--- config.mk ---
export PLATFORM = sky130hd
export DESIGN_NAME = planar_dead_reckoning_top_flat
export DESIGN_NICKNAME = d
export VERILOG_FILES = /design/src/hdl/dr_pkg.sv /design/src/hdl/dr_ifs.sv /design/src/hdl/dr_mul.sv /design/src/hdl/dr_cordic.sv /design/src/hdl/planar_dead_reckoning_top.sv /design/src/flat_wrapper.sv
export SDC_FILE = /design/constraint.sdc
export NUM_CORES = 2
export LEC_CHECK = 0
export ABC_AREA = 1
export BUFFER_PORTS_ARGS = -buffer_cell sky130_fd_sc_hd__buf_4
export CORE_MARGIN = 2
export CORE_UTILIZATION = 31
export CTS_CLUSTER_SIZE = 30
export DETAILED_ROUTE_END_ITERATION = 8
export MAX_ROUTING_LAYER = met4
export PLACE_DENSITY = 0.5
export SETUP_SLACK_MARGIN = 0.2
export SYNTH_ARGS = -nofsm -noshare
export SYNTH_HDL_FRONTEND = slang
export SYNTH_SLANG_ARGS = --single-unit
--- constraint.sdc ---
create_clock -name clk -period 15 [get_ports clk]
set_clock_uncertainty 0.2 [all_clocks]
set_input_delay 0.75 -clock clk [delete_from_list [all_inputs] [get_ports clk]]
set_output_delay 0.75 -clock clk [all_outputs]
set_load 0.01 [all_outputs]
--- src/hdl/dr_pkg.sv ---
`timescale 1ns / 1ps

package dr_pkg;

  localparam int CORDIC_STEPS = 16;
  localparam int STEP_W       = $clog2(CORDIC_STEPS);
  localparam int CORDIC_W     = 34;   // Q2.30 plus headroom
  localparam int POS_W        = 48;

  localparam logic signed [CORDIC_W-1:0] CORDIC_GAIN = 34'sd652032874;

  typedef logic signed [16:0]      trig_t;   // Q1.15, clamped to +/-32767
  typedef logic signed [POS_W-1:0] pos_t;
  typedef logic signed [34:0]      mul_a_t;
  typedef logic signed [17:0]      mul_b_t;
  typedef logic signed [52:0]      prod_t;

  typedef struct packed {
    logic  done;
    trig_t cos_q;
    trig_t sin_q;
  } dr_trig_t;

  // atan(2^-i) as a binary angle, full turn = 2^32
  function automatic logic [29:0] atan_turn(input logic [STEP_W-1:0] idx);
    logic [29:0] a;
    case (idx)
      4'd0:    a = 30'd536870912;
      4'd1:    a = 30'd316933406;
      4'd2:    a = 30'd167458907;
      4'd3:    a = 30'd85004756;
      4'd4:    a = 30'd42667331;
      4'd5:    a = 30'd21354465;
      4'd6:    a = 30'd10679838;
      4'd7:    a = 30'd5340245;
      4'd8:    a = 30'd2670163;
      4'd9:    a = 30'd1335087;
      4'd10:   a = 30'd667544;
      4'd11:   a = 30'd333772;
      4'd12:   a = 30'd166886;
      4'd13:   a = 30'd83443;
      4'd14:   a = 30'd41722;
      4'd15:   a = 30'd20861;
      default: a = 30'd0;
    endcase
    return a;
  endfunction

endpackage

--- src/hdl/dr_ifs.sv ---
`timescale 1ns / 1ps

interface dr_in_if;
  logic               valid;
  logic               ready;
  logic [31:0]        timestamp;
  logic signed [15:0] vel_forward;
  logic signed [15:0] vel_lateral;
  logic signed [15:0] turn_rate;

  modport source (output valid, timestamp, vel_forward, vel_lateral, turn_rate,
                  input ready);
  modport sink   (input valid, timestamp, vel_forward, vel_lateral, turn_rate,
                  output ready);
endinterface

interface dr_out_if;
  logic               valid;
  logic               ready;
  logic signed [47:0] pos_x;
  logic signed [47:0] pos_y;
  logic [31:0]        heading;
  logic               elapsed_clamped;

  modport source (output valid, pos_x, pos_y, heading, elapsed_clamped,
                  input ready);
  modport sink   (input valid, pos_x, pos_y, heading, elapsed_clamped,
                  output ready);
endinterface

--- src/hdl/dr_mul.sv ---
`timescale 1ns / 1ps

module dr_mul (
  input  logic           clk,
  input  dr_pkg::mul_a_t a,
  input  dr_pkg::mul_b_t b,
  output dr_pkg::prod_t  p_r
);
  import dr_pkg::*;

  always_ff @(posedge clk) begin
    p_r <= a * b;
  end

endmodule

--- src/hdl/dr_cordic.sv ---
`timescale 1ns / 1ps

module dr_cordic #(
  parameter int ANGLE_BITS = 10
) (
  input  logic                  clk,
  input  logic                  rst_n,
  input  logic                  start,
  input  logic [ANGLE_BITS-1:0] angle,
  output dr_pkg::dr_trig_t      trig
);
  import dr_pkg::*;

  localparam logic signed [CORDIC_W-1:0] QUARTER = 34'sd1073741824;
  localparam logic signed [CORDIC_W-1:0] HALF    = 34'sd2147483648;
  localparam logic [STEP_W-1:0]          LAST_I  = STEP_W'(CORDIC_STEPS - 1);

  logic signed [CORDIC_W-1:0] x_r, y_r, z_r;
  logic signed [CORDIC_W-1:0] z_in, z_fold, xs, ys, at;
  logic [STEP_W-1:0]          i_r;
  logic                       busy_r, fin_r, done_r, neg_r, neg_in;
  trig_t                      cos_r, sin_r;

  function automatic trig_t to_q15(input logic signed [CORDIC_W-1:0] v);
    logic signed [CORDIC_W-1:0] r;
    trig_t                      q;
    r = (v + 34'sd16384) >>> 15;
    if (r > 34'sd32767)       q = 17'sd32767;
    else if (r < -34'sd32767) q = -17'sd32767;
    else                      q = r[16:0];
    return q;
  endfunction

  // top bits of the heading as a signed angle, folded into +/- quarter turn
  assign z_in = {{2{angle[ANGLE_BITS-1]}}, angle, {(32-ANGLE_BITS){1'b0}}};

  always_comb begin
    neg_in = 1'b0;
    z_fold = z_in;
    if (z_in > QUARTER) begin
      z_fold = z_in - HALF;
      neg_in = 1'b1;
    end else if (z_in < -QUARTER) begin
      z_fold = z_in + HALF;
      neg_in = 1'b1;
    end
  end

  assign xs = x_r >>> i_r;
  assign ys = y_r >>> i_r;
  assign at = {4'b0000, atan_turn(i_r)};

  always_ff @(posedge clk) begin
    if (!rst_n) begin
      busy_r <= 1'b0;
      fin_r  <= 1'b0;
      done_r <= 1'b0;
      i_r    <= '0;
    end else begin
      done_r <= 1'b0;
      if (start) begin
        busy_r <= 1'b1;
        fin_r  <= 1'b0;
        i_r    <= '0;
      end else if (busy_r) begin
        i_r <= i_r + 1'b1;
        if (i_r == LAST_I) begin
          busy_r <= 1'b0;
          fin_r  <= 1'b1;
        end
      end else if (fin_r) begin
        fin_r  <= 1'b0;
        done_r <= 1'b1;
      end
    end
  end

  always_ff @(posedge clk) begin
    if (start) begin
      x_r   <= CORDIC_GAIN;
      y_r   <= '0;
      z_r   <= z_fold;
      neg_r <= neg_in;
    end else if (busy_r) begin
      if (!z_r[CORDIC_W-1]) begin
        x_r <= x_r - ys;
        y_r <= y_r + xs;
        z_r <= z_r - at;
      end else begin
        x_r <= x_r + ys;
        y_r <= y_r - xs;
        z_r <= z_r + at;
      end
    end else if (fin_r) begin
      cos_r <= to_q15(neg_r ? -x_r : x_r);
      sin_r <= to_q15(neg_r ? -y_r : y_r);
    end
  end

  assign trig.done  = done_r;
  assign trig.cos_q = cos_r;
  assign trig.sin_q = sin_r;

endmodule

--- src/hdl/planar_dead_reckoning_top.sv ---
// channel  dir  handshake          payload
// in_if    in   valid/ready        timestamp, vel_forward, vel_lateral, turn_rate
// out_if   out  valid/ready        pos_x, pos_y, heading, elapsed_clamped
// cfg_*    in   cfg_we (no wait)   cfg_wdata = max_elapsed_ticks
//
// Steps per item: 16 CORDIC rotations, rounding, done, ten multiplies and a
// drain on the shared 35x18 multiplier, update, output load, idle.
// in_if.ready is high only in the idle state; one item is in flight at a time.
// A result sits in the output register until taken; the next beat is accepted
// meanwhile but its result is held back until the register is free.
// rst_n is synchronous: position, heading, last timestamp clear, limit = 65536.
`timescale 1ns / 1ps

module planar_dead_reckoning_top #(
  parameter int TRIG_ANGLE_BITS = 10
) (
  input  logic        clk,
  input  logic        rst_n,
  dr_in_if.sink       in_if,
  dr_out_if.source    out_if,
  input  logic        cfg_we,
  input  logic [31:0] cfg_wdata
);
  import dr_pkg::*;

  localparam logic [2:0] S_IDLE = 3'd0;
  localparam logic [2:0] S_TRIG = 3'd1;
  localparam logic [2:0] S_MUL  = 3'd2;
  localparam logic [2:0] S_UPD  = 3'd3;
  localparam logic [2:0] S_OUT  = 3'd4;

  // multiplier operations, issued in this order
  localparam logic [3:0] OP_FC   = 4'd0;  // fwd * cos
  localparam logic [3:0] OP_LS   = 4'd1;  // lat * sin
  localparam logic [3:0] OP_FS   = 4'd2;  // fwd * sin
  localparam logic [3:0] OP_LC   = 4'd3;  // lat * cos
  localparam logic [3:0] OP_AL   = 4'd4;  // A * dt[15:0]
  localparam logic [3:0] OP_AH   = 4'd5;  // A * dt[31:16]
  localparam logic [3:0] OP_BL   = 4'd6;
  localparam logic [3:0] OP_BH   = 4'd7;
  localparam logic [3:0] OP_YL   = 4'd8;  // yaw * dt[15:0]
  localparam logic [3:0] OP_YH   = 4'd9;
  localparam logic [3:0] OP_LAST = 4'd10; // drain the last product

  localparam logic signed [66:0] POS_MAX67 = 67'sd140737488355327;
  localparam logic signed [66:0] POS_MIN67 = -67'sd140737488355328;

  logic [2:0]         state_r, state_nxt;
  logic [31:0]        max_r, last_ts_r, dt_r, dt_raw, heading_r, heading_nxt;
  logic               clamped_r, in_fire, out_load, out_valid_r;
  logic signed [15:0] fwd_r, lat_r, yaw_r;
  logic [3:0]         step_r, prev_op;
  logic signed [33:0] a_r, b_r;
  logic signed [65:0] dx_r, dy_r, p66;
  logic [27:0]        dh_r;
  pos_t               world_x_r, world_y_r, world_x_nxt, world_y_nxt;
  pos_t               pos_x_r, pos_y_r;
  logic [31:0]        heading_out_r;
  logic               clamped_out_r;
  mul_a_t             mul_a;
  mul_b_t             mul_b;
  prod_t              prod_r;
  dr_trig_t           trig;

  function automatic pos_t sat_add(input pos_t w, input logic signed [65:0] d);
    logic signed [65:0] r;
    logic signed [66:0] s;
    pos_t               q;
    r = (d + 66'sd16384) >>> 15;
    s = {{19{w[POS_W-1]}}, w} + {r[65], r};
    if (s > POS_MAX67)      q = POS_MAX67[POS_W-1:0];
    else if (s < POS_MIN67) q = POS_MIN67[POS_W-1:0];
    else                    q = s[POS_W-1:0];
    return q;
  endfunction

  assign in_if.ready = (state_r == S_IDLE);
  assign in_fire     = in_if.valid && in_if.ready;
  assign dt_raw      = in_if.timestamp - last_ts_r;
  assign out_load    = (state_r == S_OUT) && (!out_valid_r || out_if.ready);

  dr_cordic #(.ANGLE_BITS(TRIG_ANGLE_BITS)) u_cordic (
    .clk   (clk),
    .rst_n (rst_n),
    .start (in_fire),
    .angle (heading_r[31 -: TRIG_ANGLE_BITS]),
    .trig  (trig)
  );

  always_comb begin
    case (step_r)
      OP_FC:   begin mul_a = 35'(fwd_r);   mul_b = 18'(trig.cos_q); end
      OP_LS:   begin mul_a = 35'(lat_r);   mul_b = 18'(trig.sin_q); end
      OP_FS:   begin mul_a = 35'(fwd_r);   mul_b = 18'(trig.sin_q); end
      OP_LC:   begin mul_a = 35'(lat_r);   mul_b = 18'(trig.cos_q); end
      OP_AL:   begin mul_a = 35'(a_r);     mul_b = {2'b00, dt_r[15:0]};  end
      OP_AH:   begin mul_a = 35'(a_r);     mul_b = {2'b00, dt_r[31:16]}; end
      OP_BL:   begin mul_a = 35'(b_r);     mul_b = {2'b00, dt_r[15:0]};  end
      OP_BH:   begin mul_a = 35'(b_r);     mul_b = {2'b00, dt_r[31:16]}; end
      OP_YL:   begin mul_a = 35'(yaw_r);   mul_b = {2'b00, dt_r[15:0]};  end
      OP_YH:   begin mul_a = 35'(yaw_r);   mul_b = {2'b00, dt_r[31:16]}; end
      default: begin mul_a = '0;           mul_b = '0; end
    endcase
  end

  dr_mul u_mul (
    .clk (clk),
    .a   (mul_a),
    .b   (mul_b),
    .p_r (prod_r)
  );

  assign prev_op = step_r - 4'd1;
  assign p66     = 66'(prod_r);

  assign world_x_nxt = sat_add(world_x_r, dx_r);
  assign world_y_nxt = sat_add(world_y_r, dy_r);
  assign heading_nxt = heading_r + {dh_r, 4'b0000};

  always_comb begin
    state_nxt = state_r;
    case (state_r)
      S_IDLE:  if (in_fire) state_nxt = S_TRIG;
      S_TRIG:  if (trig.done) state_nxt = S_MUL;
      S_MUL:   if (step_r == OP_LAST) state_nxt = S_UPD;
      S_UPD:   state_nxt = S_OUT;
      S_OUT:   if (out_load) state_nxt = S_IDLE;
      default: state_nxt = S_IDLE;
    endcase
  end

  // control and architectural state
  always_ff @(posedge clk) begin
    if (!rst_n) begin
      state_r     <= S_IDLE;
      max_r       <= 32'd65536;
      last_ts_r   <= '0;
      heading_r   <= '0;
      world_x_r   <= '0;
      world_y_r   <= '0;
      step_r      <= '0;
      out_valid_r <= 1'b0;
    end else begin
      state_r <= state_nxt;
      if (cfg_we) max_r <= cfg_wdata;
      if (in_fire) last_ts_r <= in_if.timestamp;
      if (state_r == S_MUL) step_r <= step_r + 4'd1;
      else                  step_r <= '0;
      if (state_r == S_UPD) begin
        world_x_r <= world_x_nxt;
        world_y_r <= world_y_nxt;
        heading_r <= heading_nxt;
      end
      if (out_load)          out_valid_r <= 1'b1;
      else if (out_if.ready) out_valid_r <= 1'b0;
    end
  end

  // datapath
  always_ff @(posedge clk) begin
    if (in_fire) begin
      fwd_r <= in_if.vel_forward;
      lat_r <= in_if.vel_lateral;
      yaw_r <= in_if.turn_rate;
      if (dt_raw > max_r) begin
        dt_r      <= max_r;
        clamped_r <= 1'b1;
      end else begin
        dt_r      <= dt_raw;
        clamped_r <= 1'b0;
      end
    end
    if (state_r == S_MUL) begin
      case (prev_op)
        OP_FC:   a_r  <= prod_r[33:0];
        OP_LS:   a_r  <= a_r - prod_r[33:0];
        OP_FS:   b_r  <= prod_r[33:0];
        OP_LC:   b_r  <= b_r + prod_r[33:0];
        OP_AL:   dx_r <= p66;
        OP_AH:   dx_r <= dx_r + (p66 <<< 16);
        OP_BL:   dy_r <= p66;
        OP_BH:   dy_r <= dy_r + (p66 <<< 16);
        OP_YL:   dh_r <= prod_r[27:0];
        OP_YH:   dh_r <= dh_r + {prod_r[11:0], 16'h0000};
        default: ;
      endcase
    end
    if (out_load) begin
      pos_x_r       <= world_x_r;
      pos_y_r       <= world_y_r;
      heading_out_r <= heading_r;
      clamped_out_r <= clamped_r;
    end
  end

  assign out_if.valid           = out_valid_r;
  assign out_if.pos_x           = pos_x_r;
  assign out_if.pos_y           = pos_y_r;
  assign out_if.heading         = heading_out_r;
  assign out_if.elapsed_clamped = clamped_out_r;

endmodule
--- src/flat_wrapper.sv ---
// flat-port wrapper written by rule: the top's interface ports become plain ports
module planar_dead_reckoning_top_flat import dr_pkg::*;
#(
  parameter int TRIG_ANGLE_BITS = 10
)
  (clk, rst_n, cfg_we, cfg_wdata, in_if_valid, in_if_timestamp, in_if_vel_forward, in_if_vel_lateral, in_if_turn_rate, in_if_ready, out_if_valid, out_if_pos_x, out_if_pos_y, out_if_heading, out_if_elapsed_clamped, out_if_ready);
  dr_in_if in_if_i ();
  dr_out_if out_if_i ();
  input  logic clk;
  input  logic rst_n;
  input  logic cfg_we;
  input  logic [31:0] cfg_wdata;
  input wire logic [$bits(in_if_i.valid)-1:0] in_if_valid;
  input wire logic [$bits(in_if_i.timestamp)-1:0] in_if_timestamp;
  input wire logic [$bits(in_if_i.vel_forward)-1:0] in_if_vel_forward;
  input wire logic [$bits(in_if_i.vel_lateral)-1:0] in_if_vel_lateral;
  input wire logic [$bits(in_if_i.turn_rate)-1:0] in_if_turn_rate;
  output wire logic [$bits(in_if_i.ready)-1:0] in_if_ready;
  output wire logic [$bits(out_if_i.valid)-1:0] out_if_valid;
  output wire logic [$bits(out_if_i.pos_x)-1:0] out_if_pos_x;
  output wire logic [$bits(out_if_i.pos_y)-1:0] out_if_pos_y;
  output wire logic [$bits(out_if_i.heading)-1:0] out_if_heading;
  output wire logic [$bits(out_if_i.elapsed_clamped)-1:0] out_if_elapsed_clamped;
  input wire logic [$bits(out_if_i.ready)-1:0] out_if_ready;
  assign in_if_i.valid = in_if_valid;
  assign in_if_i.timestamp = in_if_timestamp;
  assign in_if_i.vel_forward = in_if_vel_forward;
  assign in_if_i.vel_lateral = in_if_vel_lateral;
  assign in_if_i.turn_rate = in_if_turn_rate;
  assign in_if_ready = in_if_i.ready;
  assign out_if_valid = out_if_i.valid;
  assign out_if_pos_x = out_if_i.pos_x;
  assign out_if_pos_y = out_if_i.pos_y;
  assign out_if_heading = out_if_i.heading;
  assign out_if_elapsed_clamped = out_if_i.elapsed_clamped;
  assign out_if_i.ready = out_if_ready;
  planar_dead_reckoning_top #(.TRIG_ANGLE_BITS(TRIG_ANGLE_BITS)) u_core (.clk(clk), .rst_n(rst_n), .in_if(in_if_i), .out_if(out_if_i), .cfg_we(cfg_we), .cfg_wdata(cfg_wdata));
endmodule
==> impl_metrics.py <==
metrics = {
    "clocking": {
        "cts_inserted_buffers": 101,
        "post-cts-setup-buffers": 0,
        "clock_sink_count": 829,
        "ctsHoldBuffers": 51,
        "root_buffer": "clkbuf_16",
        "clk_pin_slew_worst_paths_ns": 0.07,
        "cts_htree_levels": 3,
        "clock_tree.buffer_depth": 3,
        "clock_tree_from_tritoncts": "yes",
        "worstSkewPairLatency_ns": 0.75,
        "cts_resized": 0,
    },
    "cells_and_area": {
        "layout_commonest_cell": "nand2_1",
        "share_of_final_layout_standard_cells_stronger_than_drive_strength_1_pct": 5.57,
        "fin_cells": 15950,
        "layout.cells.most_common_list": "nand2_1, inv_1, nor2_1, a21oi_1, o21ai_0",
        "final_net_count": 13431,
        "area_growth_pct": 11.2,
    },
    "timing": {
        "hold_violations": 0,
        "setup_viol": 0,
        "fin_crit_ns": 9.54,
        "max_slew.worst_pin.slew_ns": 1.22,
        "final-max-slew-violation-count": 0,
        "grt_setup_unrepaired": "no",
        "finalSetupTns_ns": 0,
        "final.period_utilization_pct": 63.6,
        "fin_ws_ns": 5.46,
        "max_slew_margin_pct": 18.6,
        "highest_clock_rate_mhz": 105,
    },
    "global_routing": {
        "grt_first_pass_wirelength_um": 471000,
        "initial_antenna_violation_count": 43,
        "grt_pass1_vias": 76602,
        "grt_overflow_total": 0,
        "grt_usage_pct": 21.9,
        "grt_max_degree": 97,
    },
    "critical_path": {
        "slowest_delay_ns": 0.87,
        "timing.critical_path.from_type": "flip-flop",
        "crit_fanout": 19,
        "cp_slowest_cell": "nand2_1",
        "cp.arrival_ns": 10.02,
        "worst_ep_required_time_ns": 15.48,
        "crit_type": "flip-flop to flip-flop",
        "critical-path-top-cell-by-count": "inv_1",
        "worstSetupEndpointType": "flip-flop",
    },
    "synthesis": {
        "yosysWarnings": 0,
        "synth.ff_latch_count": 829,
        "syn-cell-area_mm2": 0.0874,
        "syn-instance-count": 11926,
        "asyncSetResetFlopFracSynth_pct": 0,
        "synth.distinct_cells": 76,
        "synthesis.area_per_instance_um2": 7.32,
        "synth-edff-count": 475,
        "synth-main-ff-cell": "edfxtp_1",
        "ys_seq_area_share_pct": 24.4,
    },
    "floorplanning": {
        "die_area_mm2": 0.286,
        "die_x_um": 535,
        "placementRows": 194,
        "initial_core_util_pct": 31.2,
        "io-pin-count": 248,
        "placeableCoreArea_mm2": 0.280,
        "die_h_um": 535,
    },
    "place": {
        "hpwlAfterDp_um": 252000,
        "buffer_ports.inserted": 243,
        "dp.cells": 15667,
        "preCtsSetupSlack_ns": 5.60,
        "gp_congestion": 0.964,
    },
    "detailed_routing": {
        "routed_wl_um": 310000,
        "drt_pass1_iterations": 6,
        "dr.first_iter.drc_count": 6037,
        "detail_route.vias_per_cell": 4.94,
        "drc_errors": 0,
        "drt.antenna.violating_nets": 0,
        "vias": 78800,
        "routedWlPerCell_um": 19.4,
    },
    "status": {
        "outcome": "completed",
    },
    "run": {
        "cap_violations": 0,
    },
    "hold_path": {
        "timing.hold.worst.class": "primary input to flip-flop",
    },
}
-- registers in the layout (all words and copies together) (netlist names), 34 cells and up --
register and count:
u_core.u_cordic.y_r 34, u_core.dy_r 52, u_core.u_mul.p_r 53, u_core.world_x_r 48, u_core.out_if.pos_y 48, u_core.b_r 34, u_core.world_y_r 48, u_core.out_if.pos_x 48
u_core.a_r 34, u_core.u_cordic.z_r 34, u_core.dx_r 52, u_core.u_cordic.x_r 34
-- cells by family after synthesis --
group | after synthesis | share of synthesized area [%]
AO/OA/AOI/OAI | 2234 | 14.3
XOR/XNOR | 557 | 5.60
adder cells (fa/ha/maj) | 1217 | 22.6
buffers and inverters | 2357 | 10.5
flip-flops | 829 | 24.4
other | 1 | 0.00429
AND/OR/NAND/NOR | 4731 | 22.6
-- routing by layer --
metal	global-route usage (%)	share of wire (%)
met1	31.2	49
met2	33.3	43
met3	2.60	5.2
met4	4.10	2.0
met5	-	0
-- metrics by stage --
| step | hold slack (ns) | util [%] | instance area, µm² |
|---|---|---|---|
| 3_5_place_dp | 0.218 | 33.3 | 93100 |
| 6_report | 0.0995 | 34.7 | 97100 |
| 5_1_grt | 0.0779 | 34.7 | 97100 |
| 3_3_place_gp | 0.203 | 33.3 | 93100 |
| 2_1_floorplan | 0.200 | - | 87400 |
| 4_1_cts | 0.0360 | 34.7 | 97000 |
-- synthesized netlist by cell type, types with 8 or more instances --
master,count,area [µm²]
ha_1,614,7680
inv_2,11,41.3
dfxtp_1,354,7090
and3_1,8,50.1
buf_4,26,195
o221ai_1,19,166
a31oi_1,121,757
o21a_1,36,270
clkbuf_1,202,758
buf_1,26,97.6
nand3b_1,17,128
a21boi_0,45,338
nor2_2,29,181
nand2_1,2539,9530
or2_2,47,294
nor4_1,41,257
nor2_1,1159,4350
a22o_1,14,123
buf_6,17,191
nor3_1,124,621
fa_1,603,12100
buf_2,45,225
o21bai_1,44,330
nor2_4,11,124
o21ai_1,46,230
a22oi_1,24,180
nand3_2,9,90.1
xor2_1,333,2920
clkinv_1,20,75.1
nand3_1,551,2760
a221oi_1,27,236
nand4_1,113,707
o22ai_1,11,68.8
a21o_1,47,353
and2_1,28,175
inv_1,2009,7540
o31ai_1,14,105
a211oi_1,13,97.6
o211ai_1,84,631
o21ai_0,810,4050
nand2_2,26,163
edfxtp_1,475,14300
a21oi_1,844,4220
xnor2_1,222,1940
-- final timing paths --
kind | end | start | slack (ns) | depth (start not counted)
max | u_core.u_mul.p_r[47]$_DFF_P_ | u_core.step_r[1]$_SDFF_PN0_ | 5.46 | 30
min | u_core.max_r[28]$_SDFFE_PN0P_ | cfg_wdata[28] | 0.1 | 3
max reg2reg | u_core.u_mul.p_r[47]$_DFF_P_ | u_core.step_r[1]$_SDFF_PN0_ | 5.46 | 30
min reg2reg | u_core.out_if.elapsed_clamped$_DFFE_PP_ | u_core.clamped_r$_DFFE_PP_ | 0.22 | 0
-- layout make-up --
cell class | count | area [µm²]
inverter | 2040 | 7660
clock buffer | 128 | 2710
sequential | 829 | 21400
fill | 30249 | 183000
timing repair buffer | 382 | 3000
tap | 3724 | 4660
clock inverter | 62 | 656
antenna | 42 | 105
multi-input combinational | 8743 | 57000
-- critical path: cells and delay by family (launching register included) --
kind / cells / cell delay (ns)
adder cells (fa/ha/maj): 8 / 3.85
AND/OR/NAND/NOR: 7 / 2.38
buffers and inverters: 9 / 1.23
AO/OA/AOI/OAI: 5 / 1.23
flip-flops: 1 / 0.40
XOR/XNOR: 1 / 0.18
Power is left out: the tool's default activity adds up to more than one toggle a clock period on the data nets, which glitch-free logic cannot reach.
